## config.mk

```make
export PLATFORM = sky130hd
export DESIGN_NAME = decimal_text_to_cents_parser
export DESIGN_NICKNAME = d
export VERILOG_FILES = /design/src/rtl/dttc_pkg.sv /design/src/rtl/decimal_text_to_cents_parser.sv
export SDC_FILE = /design/constraint.sdc
export NUM_CORES = 1
export LEC_CHECK = 0
export ABC_AREA = 1
export BUFFER_PORTS_ARGS = -buffer_cell sky130_fd_sc_hd__buf_2
export CAP_MARGIN = 15
export CORE_MARGIN = 2
export CORE_UTILIZATION = 35
export DETAILED_ROUTE_END_ITERATION = 6
export GPL_ROUTABILITY_DRIVEN = 0
export PLACE_DENSITY = 0.63
export SLEW_MARGIN = 10
export SYNTH_ARGS = -nofsm -noshare
export SYNTH_HDL_FRONTEND = slang
export SYNTH_SLANG_ARGS = --single-unit
export TNS_END_PERCENT = 5
```

## constraint.sdc

```tcl
create_clock -name clk -period 5.7 [get_ports clk]
set_clock_uncertainty 0.05 [all_clocks]
set_input_delay 1.71 -clock clk [delete_from_list [all_inputs] [get_ports clk]]
set_output_delay 1.71 -clock clk [all_outputs]
set_load 0.005 [all_outputs]
```

## src/rtl/dttc_pkg.sv

```systemverilog
// ----------------------------------------------------------------------------
// dttc_pkg
// Shared constants for the decimal text to cents parser: character codes,
// the integer part limit and the result status codes.
// ----------------------------------------------------------------------------
`default_nettype none

package dttc_pkg;

  localparam logic [7:0] CHAR_ZERO  = 8'h30;
  localparam logic [7:0] CHAR_NINE  = 8'h39;
  localparam logic [7:0] CHAR_MINUS = 8'h2D;
  localparam logic [7:0] CHAR_POINT = 8'h2E;

  // Largest integer part whose value in hundredths still fits a signed 64-bit word.
  localparam logic [63:0] INT_PART_LIMIT  = 64'd92233720368547758;
  localparam logic [6:0]  CENTS_LIMIT_REM = 7'd7;

  localparam int unsigned AMOUNT_W = 64;
  localparam int unsigned STATUS_W = 2;
  localparam int unsigned OUT_W    = 72;

  typedef enum logic [STATUS_W-1:0] {
    ST_OK        = 2'd0,
    ST_FORMAT    = 2'd1,
    ST_OVERFLOW  = 2'd2,
    ST_UNUSED    = 2'd3
  } status_t;

endpackage

`default_nettype wire

```

## src/rtl/decimal_text_to_cents_parser.sv

```systemverilog
// ----------------------------------------------------------------------------
// decimal_text_to_cents_parser
// Parses a decimal money string, one byte per request, into a signed amount
// in hundredths with a status.
// ----------------------------------------------------------------------------
// Usage:
//   The slave channel takes one text byte per request in s_tdata. s_tuser
//   marks a request that carries no character, used to close an empty
//   string. s_tlast ends the string; that request yields one result on the
//   master channel, all other requests yield none.
//   The master channel carries the amount in hundredths (bits 63:0) and the
//   status (bits 65:64: ok, format error, overflow). The amount is zero
//   whenever the status is not ok.
//   Throughput is one request per cycle unless a closing request waits for
//   the result register. A request is held in an input register and then
//   folded into the string state; the result register is loaded at that
//   point, so m_tvalid rises once the closing request leaves the input
//   register. The integer part's multiply-by-ten accumulate sets the cycle.
//   When the receiver stalls with a result waiting, requests that do not
//   close a string keep flowing; a closing request waits in the input
//   register until the result register frees, and s_tready drops meanwhile.
//   Reset clears the string state and the valid flags of both registers; no result is pending.
// ----------------------------------------------------------------------------
`default_nettype none

module decimal_text_to_cents_parser (
  input  wire logic        clk,
  input  wire logic        rst,
  input  wire logic        s_tvalid,
  output logic             s_tready,
  input  wire logic [7:0]  s_tdata,   // [7:0] char_code
  input  wire logic        s_tuser,   // [0] no_char
  input  wire logic        s_tlast,   // last_char
  output logic             m_tvalid,
  input  wire logic        m_tready,
  output logic [dttc_pkg::OUT_W-1:0] m_tdata  // [63:0] amount_cents, [65:64] status
);
  import dttc_pkg::*;

  typedef enum logic [1:0] {
    PH_START = 2'd0,
    PH_INT   = 2'd1,
    PH_FRAC  = 2'd2
  } phase_t;

  logic        in_vld;
  logic [7:0]  in_char;
  logic        in_none;
  logic        in_last;

  phase_t             phase;
  logic               negative;
  logic [63:0]        mag;
  logic signed [63:0] cents_base;
  logic               int_seen;
  logic [6:0]         frac;
  logic [1:0]         fcnt;
  logic               ferr;
  logic               ovf;

  phase_t             phase_next;
  logic               negative_next;
  logic [63:0]        mag_next;
  logic signed [63:0] cents_base_next;
  logic               int_seen_next;
  logic [6:0]         frac_next;
  logic [1:0]         fcnt_next;
  logic               ferr_next;
  logic               ovf_next;

  logic               at_start;
  logic               is_digit;
  logic               int_digit;
  logic [3:0]         digit;
  logic [63:0]        digit_cents;
  logic signed [63:0] frac_signed;
  logic signed [63:0] amount;
  logic               fin_ferr;
  logic               fin_ovf;
  status_t            status;
  logic               advance;

  assign advance  = in_vld && (!in_last || !m_tvalid || m_tready);
  assign s_tready = !in_vld || advance;

  assign at_start    = (phase == PH_START);
  assign is_digit    = (in_char >= CHAR_ZERO) && (in_char <= CHAR_NINE);
  assign digit       = in_char[3:0];
  assign digit_cents = 64'(digit) * 64'd100;
  assign int_digit   = !in_none && is_digit && (at_start || phase == PH_INT) && !ovf;

  always_comb begin
    phase_next      = phase;
    negative_next   = negative;
    mag_next        = mag;
    cents_base_next = cents_base;
    int_seen_next   = int_seen;
    frac_next       = frac;
    fcnt_next       = fcnt;
    ferr_next       = ferr;
    ovf_next        = ovf;
    if (!in_none) begin
      if (at_start) begin
        phase_next = PH_INT;
      end
      if (is_digit) begin
        if (at_start || phase == PH_INT) begin
          int_seen_next = 1'b1;
          if (!ovf) begin
            mag_next        = (mag << 3) + (mag << 1) + 64'(digit);
            cents_base_next = (cents_base <<< 3) + (cents_base <<< 1) +
                              (negative ? -$signed(digit_cents) : $signed(digit_cents));
            ovf_next        = (mag_next > INT_PART_LIMIT);
          end
        end else begin
          unique case (fcnt)
            2'd0: begin
              frac_next = 7'(digit) * 7'd10;
              fcnt_next = 2'd1;
            end
            2'd1: begin
              frac_next = frac + 7'(digit);
              fcnt_next = 2'd2;
            end
            default: begin
              ferr_next = 1'b1;
            end
          endcase
        end
      end else if (in_char == CHAR_MINUS && at_start) begin
        negative_next = 1'b1;
      end else if (in_char == CHAR_POINT && (at_start || phase == PH_INT)) begin
        phase_next = PH_FRAC;
      end else begin
        ferr_next = 1'b1;
      end
    end
  end

  always_comb begin
    fin_ferr = ferr_next;
    if (phase_next == PH_START) begin
      fin_ferr = 1'b1;
    end else if (!int_seen_next && (phase_next != PH_FRAC || fcnt_next == 2'd0)) begin
      fin_ferr = 1'b1;
    end
    fin_ovf = ovf_next ||
              (!fin_ferr && mag_next == INT_PART_LIMIT && frac_next > CENTS_LIMIT_REM);
    frac_signed = negative_next ? -$signed({57'd0, frac_next}) : $signed({57'd0, frac_next});
    amount      = int_digit ? cents_base_next : cents_base + frac_signed;
    priority if (fin_ferr) begin
      status = ST_FORMAT;
    end else if (fin_ovf) begin
      status = ST_OVERFLOW;
    end else begin
      status = ST_OK;
    end
  end

  always_ff @(posedge clk) begin
    if (rst) begin
      in_vld     <= 1'b0;
      m_tvalid   <= 1'b0;
      phase      <= PH_START;
      negative   <= 1'b0;
      mag        <= '0;
      cents_base <= '0;
      int_seen   <= 1'b0;
      frac       <= '0;
      fcnt       <= '0;
      ferr       <= 1'b0;
      ovf        <= 1'b0;
    end else begin
      if (s_tvalid && s_tready) begin
        in_vld  <= 1'b1;
        in_char <= s_tdata;
        in_none <= s_tuser;
        in_last <= s_tlast;
      end else if (advance) begin
        in_vld <= 1'b0;
      end
      if (m_tvalid && m_tready && !(advance && in_last)) begin
        m_tvalid <= 1'b0;
      end
      if (advance) begin
        if (in_last) begin
          m_tvalid   <= 1'b1;
          m_tdata    <= {6'd0, status, (status == ST_OK) ? amount : 64'sd0};
          phase      <= PH_START;
          negative   <= 1'b0;
          mag        <= '0;
          cents_base <= '0;
          int_seen   <= 1'b0;
          frac       <= '0;
          fcnt       <= '0;
          ferr       <= 1'b0;
          ovf        <= 1'b0;
        end else begin
          phase      <= phase_next;
          negative   <= negative_next;
          mag        <= mag_next;
          cents_base <= cents_base_next;
          int_seen   <= int_seen_next;
          frac       <= frac_next;
          fcnt       <= fcnt_next;
          ferr       <= ferr_next;
          ovf        <= ovf_next;
        end
      end
    end
  end

  a_status_code: assert property (@(posedge clk) disable iff (rst)
    m_tvalid |-> m_tdata[65:64] != ST_UNUSED)
    else $error("result carries an undefined status code");

  a_zero_on_error: assert property (@(posedge clk) disable iff (rst)
    (m_tvalid && m_tdata[65:64] != ST_OK) |-> m_tdata[63:0] == 64'd0)
    else $error("failed parse carries a nonzero amount");

  a_clear_after_close: assert property (@(posedge clk) disable iff (rst)
    (advance && in_last) |=> (phase == PH_START && !ferr && !ovf && mag == 64'd0))
    else $error("string state not cleared after a result");

  a_ovf_means_large: assert property (@(posedge clk) disable iff (rst)
    ovf |-> mag > INT_PART_LIMIT)
    else $error("overflow flagged below the integer part limit");

  a_result_follows_close: assert property (@(posedge clk) disable iff (rst)
    (advance && in_last) |=> m_tvalid)
    else $error("closing request produced no result");

endmodule

`default_nettype wire
```

# ---- Yosys cells after proc, flatten, opt, wreduce, memory -nomap -nowiden
# Cells that the tools add are included.
dict set report word_totals {
  regBits 221
  inputBits 14
  output_inout_bits 74
  word_cells 132
}
dict set report classes {
  add_sub_neg 8
  mul 2
  magnitude_cmp 4
  n_eq_ne 6
  n_mux 58
  bitwise_logic 1
  n_reduce_logical 37
}
# cell n
set ops {}
lappend ops {{64-bit two-way mux} 13}
lappend ops {{64-bit adder} 4}
lappend ops {{64-bit by 4-bit adder with 64-bit output} 1}
lappend ops {{64-bit by 57-bit equality test with 1-bit output (second input constant)} 1}
lappend ops {{64-bit by 57-bit > comparator with 1-bit output (second input constant)} 1}
lappend ops {{11-bit negation with 64-bit output} 1}
lappend ops {{7-bit negation with 64-bit output} 1}
lappend ops {{7-bit two-way mux} 4}
lappend ops {{1-bit two-way mux} 27}
lappend ops {{2-bit two-way mux} 12}
lappend ops {{8-bit by 6-bit equality test with 1-bit output (second input constant)} 2}
lappend ops {{1-bit logical AND} 14}
lappend ops {{7-bit one-hot mux with 2 select lines} 1}
lappend ops {{2-bit zero test} 5}
lappend ops {{4-bit by 5-bit multiplier with 9-bit output (second input constant)} 1}
lappend ops {{8-bit by 6-bit >= comparator with 1-bit output (second input constant)} 1}
lappend ops {{8-bit by 6-bit less-or-equal comparator with 1-bit output (second input constant)} 1}
lappend ops {{1-bit zero test} 8}
lappend ops {{7-bit by 4-bit adder with 7-bit output} 1}
lappend ops {{7-bit by 3-bit > comparator with 1-bit output (second input constant)} 1}
lappend ops {{1-bit logical OR} 6}
lappend ops {{4-bit by 3-bit multiplier with 6-bit output (second input constant)} 1}
lappend ops {{2-bit by 1-bit equality test with 1-bit output (second input constant)} 2}
lappend ops {{2-bit one-hot mux with 2 select lines} 1}
lappend ops {{6 further kinds} 6}

# ---- Longest topological paths before layout
dict set report logic_depth {
  ltp_word 19
  depth_mapped 39
  mapped_depth_nobuf 39
}

# ---- Worst setup path after synthesis
# Ideal clock, no wire load.
dict set report synth_timing {
  path_type {input port to flip-flop}
  startpoint {input rst}
  endpoint {register m_tdata[0] in the netlist's numbering, enable pin}
  setup_time_ps 491
  t_arrival_ps 5043
  required_ps 5159
  path_slack_ps 116
  stages 4
  n_path_buf 3
  path_cell_list {clkbuf_1 -> clkbuf_1 -> clkbuf_1 -> nor2_1}
}
dict set report synth_between {
  elab_chain_cells 2
}
# element line
set synth_lines {}
lappend synth_lines {{start, declared} decimal_text_to_cents_parser.sv:28} ;# input wire logic rst,
lappend synth_lines {{1-bit inverter (no source line)} -}
lappend synth_lines {{3-bit AND reduction (no source line)} -}
lappend synth_lines {{end signal, assigned} decimal_text_to_cents_parser.sv:188} ;# m_tdata <= {6'd0, status, (status == ST_OK) ? amount : 64'sd0};
lappend synth_lines {{end, declared} decimal_text_to_cents_parser.sv:36} ;# output logic [dttc_pkg::OUT_W-1:0] m_tdata
# Every way passes these cells.
# A chain may end at the register's enable or synchronous reset.

# ---- Worst setup path after layout
dict set report layout_timing {
  startpoint {register in_char[1]}
  endpoint {register m_tdata[30] in the netlist's numbering (data pin)}
}
dict set report layout_between {
  elab_chain_cells 18
  word_cells_on_any_way 70
  classes_between {add/sub: 6; mul: 2; order compare: 4; eq/ne: 4; mux: 38; reduce/logical: 16}
}
# element line
set layout_lines {}
lappend layout_lines {{start, declared} decimal_text_to_cents_parser.sv:47} ;# logic [7:0] in_char;
lappend layout_lines {{start signal, assigned} decimal_text_to_cents_parser.sv:176} ;# in_char <= s_tdata;
lappend layout_lines {{branches (longest 18 deep; another with 11-bit negation with 64-bit output)} -}
# Several ways; the timed one is not identified.

==> results by group <==
STA
  • Fin Setup TNS: 0 ns
  • Fmax: about 0.18 GHz
  • Final Worst Setup Slack: 0.199 ns
  • Max-slew violation count: 0
  • RSZ-0062 raised after global routing: yes
  • Tightest Pin Transition: about 1.5 ns
  • Final Hold Viols: 0
  • Final setup violation count: 0
  • Slew HR: between 2 and 2.5%
  • Period Utilization, post-route: 96.5%
  • Min Tclk post-route: about 5.5 ns

Run
  • Max-cap viol count: 0

Clock tree
  • CTS buffer count: 31
  • CTS Sinks: about 220
  • Reg clk slew, reported paths: roughly 0.070 ns
  • Worst skew pair latency: 0.60 ns
  • TritonCTS clock tree: built
  • Clock Tree Root: clkbuf_16
  • Clk buf depth: 3
  • CTS HTree Levels: 1

Setup path
  • RR Startpoint: in_char[1]
  • Sum of buffers and inverters on the critical path: 7
  • Max incr delay on CP: 0.48 ns
  • Critical path's top delay family: adder cells
  • Crit. Startpoint: in_char[1]
  • CP max-delay cell: fa_1
  • R2R Path End: m_tdata[30]
  • CP max FO: 5
  • Worst Setup End Kind: register
  • CP Depth: 26
  • R2r setup slk: roughly 0.2 ns
  • Startpoint Class: register
  • Critical path data required time: 6.09 ns
  • Critical Path AT: between 5 and 6 ns
  • Critical Path End: m_tdata[30]
  • Worst r2r path cells: 26
  • Crit Path Category: reg2reg

Cells and area
  • Most common cell after layout, fill and taps aside: nand2_1
  • Area grow syn2layout: 12.5%
  • Layout cells sized above 1: 9.31%
  • Leading cell types in the layout, fill and taps excluded: nand2_1 (1,599), inv_1 (768), nor2_1 (440), a21oi_1 (373), nand3_1 (291)
  • Finished Cell Area: 32,100 µm²
  • Nets@finish: between 5,000 and 6,000

Global routing
  • GR Util met1: roughly 34%
  • Overall Global Routing Usage: 24.6%
  • Global routing met3 resource utilization: 3.41%
  • Grt met2 use: approximately 40%
  • Largest net degree at the start of global routing: approximately 130
  • Total grt overflow: 0
  • GR peak layer: met2
  • Vias in the first global route: slightly below 30,000
  • First-pass GRT wire length: between 150,000 and 200,000 µm
  • Initial antenna violation count: 2

Synth
  • Synth unique cells: 51
  • Syn Area/Cell: 5.91 µm²
  • Dominant cell type by area after synthesis: nand2_1
  • Syn Std Cell Area: between 20,000 and 30,000 µm²
  • Post-synthesis sequential area ratio: a little under a fifth
  • Synth top area cells: nand2_1 (21%), ha_1 (12%), inv_1 (10%)
  • Asr flop ratio synth: 0%
  • Synthesis warning total: 0
  • EDFF count, synth: 76
  • Primary FF master, synth: dfxtp_1
  • Share of the synthesized area in the top cell type: around a fifth
  • Yosys reg bits: between 200 and 250
  • Synth Instances: between 4,000 and 5,000

Power
  • Pwr Density: roughly 120 nW/µm²
  • Maximum VDD drop: between 0.0002 and 0.00025 V
  • Pwr Total: 0.00386 W
  • Leak: roughly 16 nW

Placed design
  • Instance area at placement: ~30,000 µm²
  • IO Port Bufs: 81
  • DP Wirelength: ~85,000 µm
  • Place WS: -0.0827 ns

Route
  • Via/cell ratio: between 5 and 6
  • Detail Route Antenna Nets: 0
  • DR iter-0 viols: 2,714
  • Drt wl/cell: 17.4 µm
  • DRC: 1
  • DR pass1 iterations: 7
  • Final WL: ~110,000 µm
  • Via count: 31,500

Die
  • # rows: approximately 100
  • Chip height: about 290 µm
  • Die Span X: 290 µm
  • I/O Pins: 88
  • Initial Utilization: between 30% and 40%
  • Core area: 80,700 µm²
  • Die area: ~84,000 µm²

Status
  • Violated checks: DRC
  • Status: finished, violations left

Hold path
  • Worst hold path type: reg2reg
[final cells by class]
class                      count  area, µm²
clock buffer                  36        795
inverter                     781       2940
sequential                   221       5180
multi-input combinational   3747      20300
antenna                        2       5.00
clock inverter                21        238
timing repair buffer         198       1340
fill                        8831      48500
tap                         1060       1330
[kinds of logic (layout without fill, tap and decap cells)]
group / Yosys count / in the layout / share of synthesized area, %
AOI/OAI and AO/OA: 714 / 714 / 13.4
xor gates and xnor gates: 41 / 41 / 1.26
adders and majority gates: 335 / 335 / 16.4
buffers and inverters: 876 / 1036 / 11.8
DFF: 221 / 221 / 18.1
muxes: 4 / 4 / 0.140
other: 1 / 8 / 0.0131
and+or+nand+nor: 2646 / 2647 / 38.7
[timing repair]
item	in CTS	in global routing
setup endpoints to repair	5	92
pin swaps	0	8
gates cloned	0	1
buffers inserted	0	13
hold buffers	0	0
resized for setup	5	79
[synthesized netlist by cell type (all sizes together) (2+ instances only)]
cell       n
a21boi    14
o21ai    202
edfxtp    76
mux2i      4
o22ai     10
clkbuf    56
nand3b    20
ha       268
nor4       7
o31ai      4
a21o      12
o21a      13
or2       53
a22oi      2
and3       4
a221oi     2
inv      781
a21oi    385
fa        67
xnor2     14
nand2   1610
a31oi     36
nor2     529
o21bai    22
and2       6
nor3      36
xor2      27
nand4     77
o211ai     7
dfxtp    145
nand3    303
buf       39
[per-stage QoR]
step                std cells  hold WS [ns]  utilization [%]
floorplan                4843         0.391                -
global placement         5993         0.397             38.1
detailed placement       5993         0.405             38.1
CTS                      6050         0.413             39.4
global route             6064         0.446             39.8
finish                   6066         0.410             39.8
[worst min path at each step]
| stage | depth (start not counted) | startpoint | to | slack, ns |
|---|---|---|---|---|
| detailed placement | 2 | mag[63] | mag[63] | 0.40 |
| global route | 2 | mag[63] | mag[63] | 0.45 |
| floorplan | 2 | mag[63] | mag[63] | 0.39 |
| global placement | 2 | mag[63] | mag[63] | 0.40 |
| CTS | 2 | mag[63] | mag[63] | 0.41 |
| finish | 2 | mag[63] | mag[63] | 0.41 |
[sequential cells by signal (all words and copies together) (netlist names), 2 cells and up]
name / flops
cents_base: 64
fcnt: 2
frac: 7
in_char: 8
m_tdata: 66
mag: 64
phase: 2
[tightest hold or removal path, stage by stage, from the launching register on]
cell and delay, ns:
dfxtp_1 0.30, nand2_1 0.06, a21oi_1 0.05
[metal layers]
layer | vias up | part of all wire [%] | wire length, µm
met5 | - | 0.010 | 11
met4 | 2 | 3.3 | 3490
met3 | 180 | 9.0 | 9480
met2 | 1264 | 44 | 45900
met1 | 14300 | 44 | 46600
li1 | 15800 | - | -
[where the power goes]
part / internal [W] / total (W) / switching (W)
combinational: 0.0000587 / 0.000203 / 0.000145
clock: 0.00118 / 0.00202 / 0.000835
sequential: 0.00163 / 0.00164 / 0.00000566
No activity file was read; power rests on OpenSTA's default activity.
